[src/slpc_pkg.sv]
// shared types, constants and lookup tables of the srgb pixel converter
package slpc_pkg;

    localparam int     LINEAR_BITS = 16;
    localparam longint LIN_MAX     = (longint'(1) << LINEAR_BITS) - 1;
    localparam int     CODE_BITS   = 8;
    localparam int     NUM_CH      = 4;
    localparam int     CH_ALPHA    = 3;
    localparam int     PIX_W       = NUM_CH * CODE_BITS;
    localparam int     TAB_DEPTH   = 1 << CODE_BITS;
    localparam longint CURVE_DEN   = 10761;
    localparam int     BIG_W       = 320;

    // table selectors for the elaboration-time builder
    localparam int TAB_DEC       = 0;
    localparam int TAB_DEC_ALPHA = 1;
    localparam int TAB_ENC       = 2;
    localparam int TAB_ENC_ALPHA = 3;

    typedef logic [LINEAR_BITS-1:0] lin_t;
    typedef logic [CODE_BITS-1:0]   code_t;
    typedef logic [BIG_W-1:0]       big_t;
    typedef lin_t                   lin_tab_t [TAB_DEPTH];

    // x^5 * y^12, exact
    function automatic big_t big_powprod(input longint x, input longint y);
        big_t r;
        big_t bx;
        big_t by;
        bx = big_t'(x);
        by = big_t'(y);
        r  = big_t'(1);
        for (int i = 0; i < 5; i++)
        begin
            r = r * bx;
        end
        for (int i = 0; i < 12; i++)
        begin
            r = r * by;
        end
        return r;
    endfunction

    // colour code to linear value, rounded half up
    function automatic lin_t dec_colour(input longint c);
        longint lo;
        longint hi;
        longint mid;
        big_t   lhs;
        big_t   rhs;
        if (c <= 10)
        begin
            return lin_t'((200 * LIN_MAX * c + 329460) / 658920);
        end
        rhs = big_powprod(2 * LIN_MAX, 40 * c + 561);
        lo  = 0;
        hi  = LIN_MAX;
        while (lo < hi)
        begin
            mid = lo + (hi - lo + 1) / 2;
            lhs = big_powprod(2 * mid - 1, CURVE_DEN);
            if (lhs <= rhs)
            begin
                lo = mid;
            end
            else
            begin
                hi = mid - 1;
            end
        end
        return lin_t'(lo);
    endfunction

    // smallest linear value that rounds up to code k
    function automatic lin_t enc_colour_thr(input longint k);
        longint lo;
        longint hi;
        longint mid;
        big_t   lhs;
        big_t   rhs;
        if (k == 0)
        begin
            return '0;
        end
        if (k <= 10)
        begin
            return lin_t'(((2 * k - 1) * 100 * LIN_MAX + 658919) / 658920);
        end
        rhs = big_powprod(LIN_MAX, 40 * k + 541);
        lo  = 0;
        hi  = LIN_MAX;
        while (lo < hi)
        begin
            mid = (lo + hi) / 2;
            lhs = big_powprod(mid, CURVE_DEN);
            if (lhs >= rhs)
            begin
                hi = mid;
            end
            else
            begin
                lo = mid + 1;
            end
        end
        return lin_t'(lo);
    endfunction

    function automatic lin_t dec_alpha(input longint a);
        return lin_t'((2 * a * LIN_MAX + 255) / 510);
    endfunction

    function automatic lin_t enc_alpha_thr(input longint k);
        if (k == 0)
        begin
            return '0;
        end
        return lin_t'(((2 * k - 1) * LIN_MAX + 509) / 510);
    endfunction

    function automatic lin_tab_t build_tab(input int sel);
        lin_tab_t t;
        for (int i = 0; i < TAB_DEPTH; i++)
        begin
            case (sel)
                TAB_DEC:       t[i] = dec_colour(longint'(i));
                TAB_DEC_ALPHA: t[i] = dec_alpha(longint'(i));
                TAB_ENC:       t[i] = enc_colour_thr(longint'(i));
                TAB_ENC_ALPHA: t[i] = enc_alpha_thr(longint'(i));
                default:       t[i] = '0;
            endcase
        end
        return t;
    endfunction

    localparam lin_tab_t DEC_TAB       = build_tab(TAB_DEC);
    localparam lin_tab_t DEC_ALPHA_TAB = build_tab(TAB_DEC_ALPHA);
    localparam lin_tab_t ENC_TAB       = build_tab(TAB_ENC);
    localparam lin_tab_t ENC_ALPHA_TAB = build_tab(TAB_ENC_ALPHA);

endpackage

[src/slpc_if.sv]
// request and response channel interfaces of the srgb pixel converter
interface slpc_in_if import slpc_pkg::*; ();
    logic              valid;
    logic              ready;
    logic              kind;
    logic [PIX_W-1:0]  packed_srgb;
    lin_t              lin_red;
    lin_t              lin_green;
    lin_t              lin_blue;
    lin_t              lin_alpha;

    modport source (output valid, output kind, output packed_srgb, output lin_red,
                    output lin_green, output lin_blue, output lin_alpha, input ready);
    modport sink   (input valid, input kind, input packed_srgb, input lin_red,
                    input lin_green, input lin_blue, input lin_alpha, output ready);
endinterface

interface slpc_out_if import slpc_pkg::*; ();
    logic              valid;
    logic              ready;
    lin_t              out_red;
    lin_t              out_green;
    lin_t              out_blue;
    lin_t              out_alpha;
    logic [PIX_W-1:0]  out_packed;

    modport source (output valid, output out_red, output out_green, output out_blue,
                    output out_alpha, output out_packed, input ready);
    modport sink   (input valid, input out_red, input out_green, input out_blue,
                    input out_alpha, input out_packed, output ready);
endinterface

[src/slpc_dec_rom.sv]
// decode rom: srgb code to linear value, registered read
module slpc_dec_rom import slpc_pkg::*;
(
    input  logic             clk,
    input  logic             en,
    input  logic [PIX_W-1:0] pix,
    output lin_t             q [NUM_CH]
);

    localparam lin_tab_t COLOUR_ROM = DEC_TAB;
    localparam lin_tab_t ALPHA_ROM  = DEC_ALPHA_TAB;

    code_t addr [NUM_CH];

    // red in the top byte
    always_comb
    begin
        for (int ch = 0; ch < NUM_CH; ch++)
        begin
            addr[ch] = pix[(NUM_CH - 1 - ch) * CODE_BITS +: CODE_BITS];
        end
    end

    always_ff @(posedge clk)
    begin
        if (en)
        begin
            for (int ch = 0; ch < NUM_CH; ch++)
            begin
                if (ch == CH_ALPHA)
                begin
                    q[ch] <= ALPHA_ROM[addr[ch]];
                end
                else
                begin
                    q[ch] <= COLOUR_ROM[addr[ch]];
                end
            end
        end
    end

endmodule

[src/srgb_linear_pixel_convert.sv]
// top level of the srgb / linear pixel converter
//
//  channel | modport      | transaction
//  --------+--------------+------------------------------------------------
//  req     | slpc_in_if   | kind, packed rgba8 word, four linear channels
//  rsp     | slpc_out_if  | four linear channels, packed rgba8 word
//
// one pixel per clock sustained while the response side is ready
// the pipeline depth is set by the encode search: one code bit per stage over eight
// stages of threshold compares, with the decode rom read in the first stage
// reset clears the stage valid bits only; no table needs a clearing pass
// a stalled response holds the last stage; earlier stages keep moving and
// close up bubbles, so a request is taken while any stage is free
module srgb_linear_pixel_convert import slpc_pkg::*;
(
    input  logic        clk,
    input  logic        rst_n,
    slpc_in_if.sink     req,
    slpc_out_if.source  rsp
);

    // stage 0 holds the request, stages 1..LAST the search and the rom data
    localparam int LAST = CODE_BITS;

    logic [LAST:0]     v_reg;
    logic [LAST:0]     v_next;
    logic [LAST:0]     leave;
    logic [LAST:0]     free;
    logic              accept;

    logic [PIX_W-1:0]  pix_reg;
    lin_t              lin_reg  [0:LAST-1][NUM_CH];
    code_t             code_reg [0:LAST][NUM_CH];
    code_t             pick     [1:LAST][NUM_CH];
    lin_t              rom_q    [NUM_CH];
    lin_t              dec_reg  [2:LAST][NUM_CH];

    // stage handshake: a stage is free when empty or when its item moves on
    always_comb
    begin
        leave[LAST] = v_reg[LAST] && rsp.ready;
        free[LAST]  = !v_reg[LAST] || rsp.ready;
        for (int s = LAST - 1; s >= 0; s--)
        begin
            leave[s] = v_reg[s] && free[s + 1];
            free[s]  = !v_reg[s] || free[s + 1];
        end
    end

    assign req.ready = free[0];
    assign accept    = req.valid && free[0];

    always_comb
    begin
        v_next[0] = accept || (v_reg[0] && !leave[0]);
        for (int s = 1; s <= LAST; s++)
        begin
            v_next[s] = leave[s - 1] || (v_reg[s] && !leave[s]);
        end
    end

    always_ff @(posedge clk or negedge rst_n)
    begin
        if (!rst_n)
        begin
            v_reg <= '0;
        end
        else
        begin
            v_reg <= v_next;
        end
    end

    // request capture; the unused side is zeroed so that it yields zero
    always_ff @(posedge clk)
    begin
        if (accept)
        begin
            pix_reg <= req.kind ? '0 : req.packed_srgb;
        end
    end

    // decode path: one registered rom read per channel
    slpc_dec_rom u_dec_rom
    (
        .clk (clk),
        .en  (leave[0]),
        .pix (pix_reg),
        .q   (rom_q)
    );

    // encode path: code = largest k whose rounding threshold is reached,
    // found msb first, one bit per stage
    always_comb
    begin
        code_t cand;
        lin_t  thr;
        for (int j = 1; j <= LAST; j++)
        begin
            for (int ch = 0; ch < NUM_CH; ch++)
            begin
                cand = code_reg[j - 1][ch] | (code_t'(1) << (LAST - j));
                if (ch == CH_ALPHA)
                begin
                    thr = ENC_ALPHA_TAB[cand];
                end
                else
                begin
                    thr = ENC_TAB[cand];
                end
                pick[j][ch] = (lin_reg[j - 1][ch] >= thr) ? cand : code_reg[j - 1][ch];
            end
        end
    end

    always_ff @(posedge clk)
    begin
        // linear side of the request enters the search with an empty code
        if (accept)
        begin
            lin_reg[0][0] <= req.kind ? req.lin_red   : '0;
            lin_reg[0][1] <= req.kind ? req.lin_green : '0;
            lin_reg[0][2] <= req.kind ? req.lin_blue  : '0;
            lin_reg[0][3] <= req.kind ? req.lin_alpha : '0;
            for (int ch = 0; ch < NUM_CH; ch++)
            begin
                code_reg[0][ch] <= '0;
            end
        end
        for (int j = 1; j <= LAST; j++)
        begin
            if (leave[j - 1])
            begin
                for (int ch = 0; ch < NUM_CH; ch++)
                begin
                    code_reg[j][ch] <= pick[j][ch];
                end
            end
        end
        for (int j = 1; j < LAST; j++)
        begin
            if (leave[j - 1])
            begin
                lin_reg[j] <= lin_reg[j - 1];
            end
        end
        // decoded values ride along behind the rom
        if (leave[1])
        begin
            dec_reg[2] <= rom_q;
        end
        for (int j = 3; j <= LAST; j++)
        begin
            if (leave[j - 1])
            begin
                dec_reg[j] <= dec_reg[j - 1];
            end
        end
    end

    assign rsp.valid      = v_reg[LAST];
    assign rsp.out_red    = dec_reg[LAST][0];
    assign rsp.out_green  = dec_reg[LAST][1];
    assign rsp.out_blue   = dec_reg[LAST][2];
    assign rsp.out_alpha  = dec_reg[LAST][3];
    assign rsp.out_packed = {code_reg[LAST][0], code_reg[LAST][1],
                             code_reg[LAST][2], code_reg[LAST][CH_ALPHA]};

`ifndef ASSERT_OFF
    // a refused request means every stage is occupied
    a_full_when_refused: assert property (@(posedge clk) disable iff (!rst_n)
        !req.ready |-> (&v_reg))
        else $error("request refused with a free stage");

    // an item leaving the capture stage lands in the rom stage
    a_rom_stage_filled: assert property (@(posedge clk) disable iff (!rst_n)
        leave[0] |=> v_reg[1])
        else $error("item lost between capture and rom stage");

    // a response carries either a decoded pixel or an encoded word, never both
    a_one_side_only: assert property (@(posedge clk) disable iff (!rst_n)
        rsp.valid |-> (rsp.out_packed == '0) ||
                      (rsp.out_red == '0 && rsp.out_green == '0 &&
                       rsp.out_blue == '0 && rsp.out_alpha == '0))
        else $error("response mixes decode and encode results");
`endif

endmodule

[src/flat_wrapper.sv]
// flat-port wrapper written by rule: the top's interface ports become plain ports
module srgb_linear_pixel_convert_flat import slpc_pkg::*;
  (clk, rst_n, req_valid, req_kind, req_packed_srgb, req_lin_red, req_lin_green, req_lin_blue, req_lin_alpha, req_ready, rsp_valid, rsp_out_red, rsp_out_green, rsp_out_blue, rsp_out_alpha, rsp_out_packed, rsp_ready);
  slpc_in_if req_i ();
  slpc_out_if rsp_i ();
  input  logic clk;
  input  logic rst_n;
  input wire logic [$bits(req_i.valid)-1:0] req_valid;
  input wire logic [$bits(req_i.kind)-1:0] req_kind;
  input wire logic [$bits(req_i.packed_srgb)-1:0] req_packed_srgb;
  input wire logic [$bits(req_i.lin_red)-1:0] req_lin_red;
  input wire logic [$bits(req_i.lin_green)-1:0] req_lin_green;
  input wire logic [$bits(req_i.lin_blue)-1:0] req_lin_blue;
  input wire logic [$bits(req_i.lin_alpha)-1:0] req_lin_alpha;
  output wire logic [$bits(req_i.ready)-1:0] req_ready;
  output wire logic [$bits(rsp_i.valid)-1:0] rsp_valid;
  output wire logic [$bits(rsp_i.out_red)-1:0] rsp_out_red;
  output wire logic [$bits(rsp_i.out_green)-1:0] rsp_out_green;
  output wire logic [$bits(rsp_i.out_blue)-1:0] rsp_out_blue;
  output wire logic [$bits(rsp_i.out_alpha)-1:0] rsp_out_alpha;
  output wire logic [$bits(rsp_i.out_packed)-1:0] rsp_out_packed;
  input wire logic [$bits(rsp_i.ready)-1:0] rsp_ready;
  assign req_i.valid = req_valid;
  assign req_i.kind = req_kind;
  assign req_i.packed_srgb = req_packed_srgb;
  assign req_i.lin_red = req_lin_red;
  assign req_i.lin_green = req_lin_green;
  assign req_i.lin_blue = req_lin_blue;
  assign req_i.lin_alpha = req_lin_alpha;
  assign req_ready = req_i.ready;
  assign rsp_valid = rsp_i.valid;
  assign rsp_out_red = rsp_i.out_red;
  assign rsp_out_green = rsp_i.out_green;
  assign rsp_out_blue = rsp_i.out_blue;
  assign rsp_out_alpha = rsp_i.out_alpha;
  assign rsp_out_packed = rsp_i.out_packed;
  assign rsp_i.ready = rsp_ready;
  srgb_linear_pixel_convert u_core (.clk(clk), .rst_n(rst_n), .req(req_i), .rsp(rsp_i));
endmodule
[config.mk]
export PLATFORM = sky130hd
export DESIGN_NAME = srgb_linear_pixel_convert_flat
export DESIGN_NICKNAME = d
export VERILOG_FILES = /design/src/slpc_pkg.sv /design/src/slpc_if.sv /design/src/slpc_dec_rom.sv /design/src/srgb_linear_pixel_convert.sv /design/src/flat_wrapper.sv
export SDC_FILE = /design/constraint.sdc
export NUM_CORES = 2
export LEC_CHECK = 0
export BUFFER_PORTS_ARGS = -buffer_cell sky130_fd_sc_hd__buf_2
export CORE_ASPECT_RATIO = 2
export CORE_UTILIZATION = 30
export DETAILED_ROUTE_END_ITERATION = 12
export GPL_TIMING_DRIVEN = 0
export PLACE_DENSITY = 0.54
export SLEW_MARGIN = 20
export SYNTH_ARGS = -nofsm -noshare
export SYNTH_HDL_FRONTEND = slang
export SYNTH_HIERARCHICAL = 1
export SYNTH_SLANG_ARGS = --single-unit
[constraint.sdc]
create_clock -name clk -period 7.4 [get_ports clk]
set_clock_uncertainty 0.05 [all_clocks]
set_input_delay 1.85 -clock clk [delete_from_list [all_inputs] [get_ports clk]]
set_output_delay 1.85 -clock clk [all_outputs]
set_load 0.02 [all_outputs]
==> impl_metrics.csv <==
group,metric,value,unit
final_layout,fin_nets,8170,
logic_synthesis,synthesis.area,0.07457,sq mm
place,place_ws,639.4,ps
critical_path,crit_path_start_kind,"flop",
floorplanning,core_area,0.2469,sq mm
global_route,grt-ovfl-total,0,
route,firstDrtPassIters,8,
critical_path,ff2ff_setup_slack,40,ps
hold_path,hold_class,"flop to flop",
floorplanning,start_util,30.20,%
logic_synthesis,seq_area_frac_synth,48.31,%
final_layout,largest_register_ffs,512,
global_route,antenna_found_initial,50,
clock_tree,cts_root_buf,"clkbuf_16",
place,routabilityCongestion,1.076,
place,dp_cells,10623,
clock_tree,path_clk_slew,70,ps
route,detail_route.vias_per_cell,6.173,
global_route,grt_max_degree,57,
route,drc,0,
route,wirelength,432.5,mm
clock_tree,post_cts_resized,0,
global_route,grtUsageTotal,34.06,%
final_layout,design_area,0.08479,sq mm
critical_path,worstPathArrival,7860,ps
clock_tree,htree_levels,3,
pwr,p_leak,30.95,nW
sta,grt_setup_unrepaired,"false",
clock_tree,postCtsSetupRepairBufs,0,
sta,finalHoldViolCount,0,
critical_path,critical_path_class,"flop to flop",
sta,layout_min_cycle_time,7360,ps
critical_path,r2r_start,"u_core/pix_reg[9]",
route,wire_per_inst,39.77,um
hold_path,min_to,"u_core/dec_reg[6][4]",
floorplanning,die_h,707.1,um
sta,setup_viol,0,
sta,max_freq,0.1359,GHz
final_layout,drive_above_1_share,12.35,%
critical_path,ff2ff_path_depth,10,
final_layout,fin_cells,10876,
route,antenna_left,0,
pwr,power,32.63,mW
sta,final_max_slew_viol_count,0,
clock_tree,numCtsBuffers,114,
logic_synthesis,synth_edf_count,1192,
critical_path,cp-end-kind,"flop",
place,place_area,0.08066,sq mm
status,status,"finished, final reports clean",
pwr,pwr_density_cell,384.9,mW/mm^2
hold_path,holdPathStages,0,
sta,finalWorstSetupSlack,40.10,ps
sta,hold_slack,333.1,ps
logic_synthesis,postSynth.asyncResetShare,0.7494,%
logic_synthesis,syn_nets,7807,
clock_tree,clk_latency,820,ps
route,vias,67136,
floorplanning,die_width,354.5,um
logic_synthesis,ys_ff_latch,1201,
logic_synthesis,synth.area.top_cells,"edfxtp_1, ha_1, o21ai_0",
logic_synthesis,synth_cells,7133,
route,drtIter0Drc,6335,
sta,finalCritPeriodShare,99.46,%
final_layout,area_growth,13.71,%
hold_path,min-delay-start,"u_core/dec_reg[5][4]",
global_route,grt_pass1_wl,586.3,mm
logic_synthesis,postSynthAreaPerCell,10.45,sq um
critical_path,required,7900,ps
sta,tightest_slew,1338,ps
logic_synthesis,synthFlopType,"edfxtp_1",
critical_path,crit_fanout,12,
run,cap_violations,0,
sta,relSlewSlack,10.64,%
critical_path,cp-startpoint,"u_core/pix_reg[9]",
clock_tree,cts_tree,"yes",
global_route,grt_pass1_vias,68068,
pwr,vdd_drop_max,0.2412,mV
logic_synthesis,synth_top_area_share,48.00,%
critical_path,r2r_end,"u_core/u_dec_rom/q[16]",
clock_tree,cts_buffer_depth,3,
clock_tree,hold_buffers,0,
logic_synthesis,synth_warnings,6,
logic_synthesis,synth_cell_type_count,100,
floorplanning,fp-row-count,258,
place,detailed_place_hpwl,331.8,mm
place,port_buffers,197,
floorplanning,dieArea,0.2507,sq mm
floorplanning,io_pins,199,
final_layout,fill_cells,25055,
logic_synthesis,synth_area_leader_cell,"edfxtp_1",
clock_tree,cts_sinks,1201,
-- layout make-up --
cell class              instances  area, sq um  share of cell area, %
plain buffers                 599         2953                  3.483
inverters                     195        734.5                 0.8662
clock inverters                86        949.7                  1.120
multi-input cells            5138        35040                  41.33
diodes                         32        80.08                0.09444
repair buffers                247         2019                  2.382
clock buffers                 128         2927                  3.452
flip-flops and latches       1201        36020                  42.48
well taps                    3250         4066                  4.796
-- stage by stage --
step / utilization (%) / setup TNS [ps]
after floorplan: - / 0
after global placement: 32.24 / -1832330
after detailed placement: 32.66 / 0
after CTS: 34.23 / 0
after global routing: 34.31 / 0
final: 34.33 / 0
-- layout by cell type, fill, tap and decap left out, drive strengths merged, types with 76 or more instances in the layout --
cell type	count
a31oi	147
nand2b	185
a211oi	154
buf	579
a21oi	536
nor2b	193
a211o	76
nor3	173
edfxtp	1192
o211ai	153
nor2	476
o21ai	617
ha	573
inv	204
nand2	485
clkbuf	395
and2	116
nand3	122
-- synthesized netlist by cell type (all sizes together), types with 54 or more instances --
cell type     n
nand3       122
inv         185
nand4        62
mux2i        58
a311oi       64
and2        116
edfxtp     1192
o21a         57
nand2b      185
nor2b       193
nor2        476
a211o        76
o211ai      153
o21ai       617
o311ai       69
ha          573
o22ai        54
a21oi       536
nand2       485
a31oi       147
clkbuf      265
buf         334
a211oi      154
nor3        173
o31ai        60
-- per-layer routing --
layer  track usage [%]  up-vias  wire length, um
li1                  -    28142                -
met1             30.85    33043           131100
met5            0.1942        -               99
met4             34.53       16            52810
met3             6.944     1818            26270
met2             61.35     4117           222300
-- critical path, stage by stage (launching register included) --
cell	delay [ps]
edfxtp_1	900
buf_2	500
buf_1	800
inv_1	720
ha_1	630
clkbuf_1	890
nor2b_1	930
a211oi_1	100
o22ai_1	490
a21oi_1	360
mux4_2	650
-- power breakdown --
part	internal, mW	switching, mW
clock	3.27	2.85
combinational	4.85	10.9
sequential	9.70	1.07
-- worst max path at each step --
stage,to,slack [ps]
6_report,u_core/u_dec_rom/q[16],40
5_1_grt,u_core/u_dec_rom/q[16],440
4_1_cts,u_core/u_dec_rom/q[16],620
3_5_place_dp,u_core/u_dec_rom/q[16],640
3_3_place_gp,u_core/lin_reg[1][16],-2400
2_1_floorplan,u_core/code_reg[2][14],890
-- cell families after synthesis --
kind of cell	synth area share (%)
DFF	48.31
adders and majority gates	9.615
and+or+nand+nor	13.45
muxes	2.304
AOI/OAI and AO/OA	21.18
xor gates and xnor gates	0.2114
buffers and inverters	4.930
No activity file was read; power rests on OpenSTA's default activity.
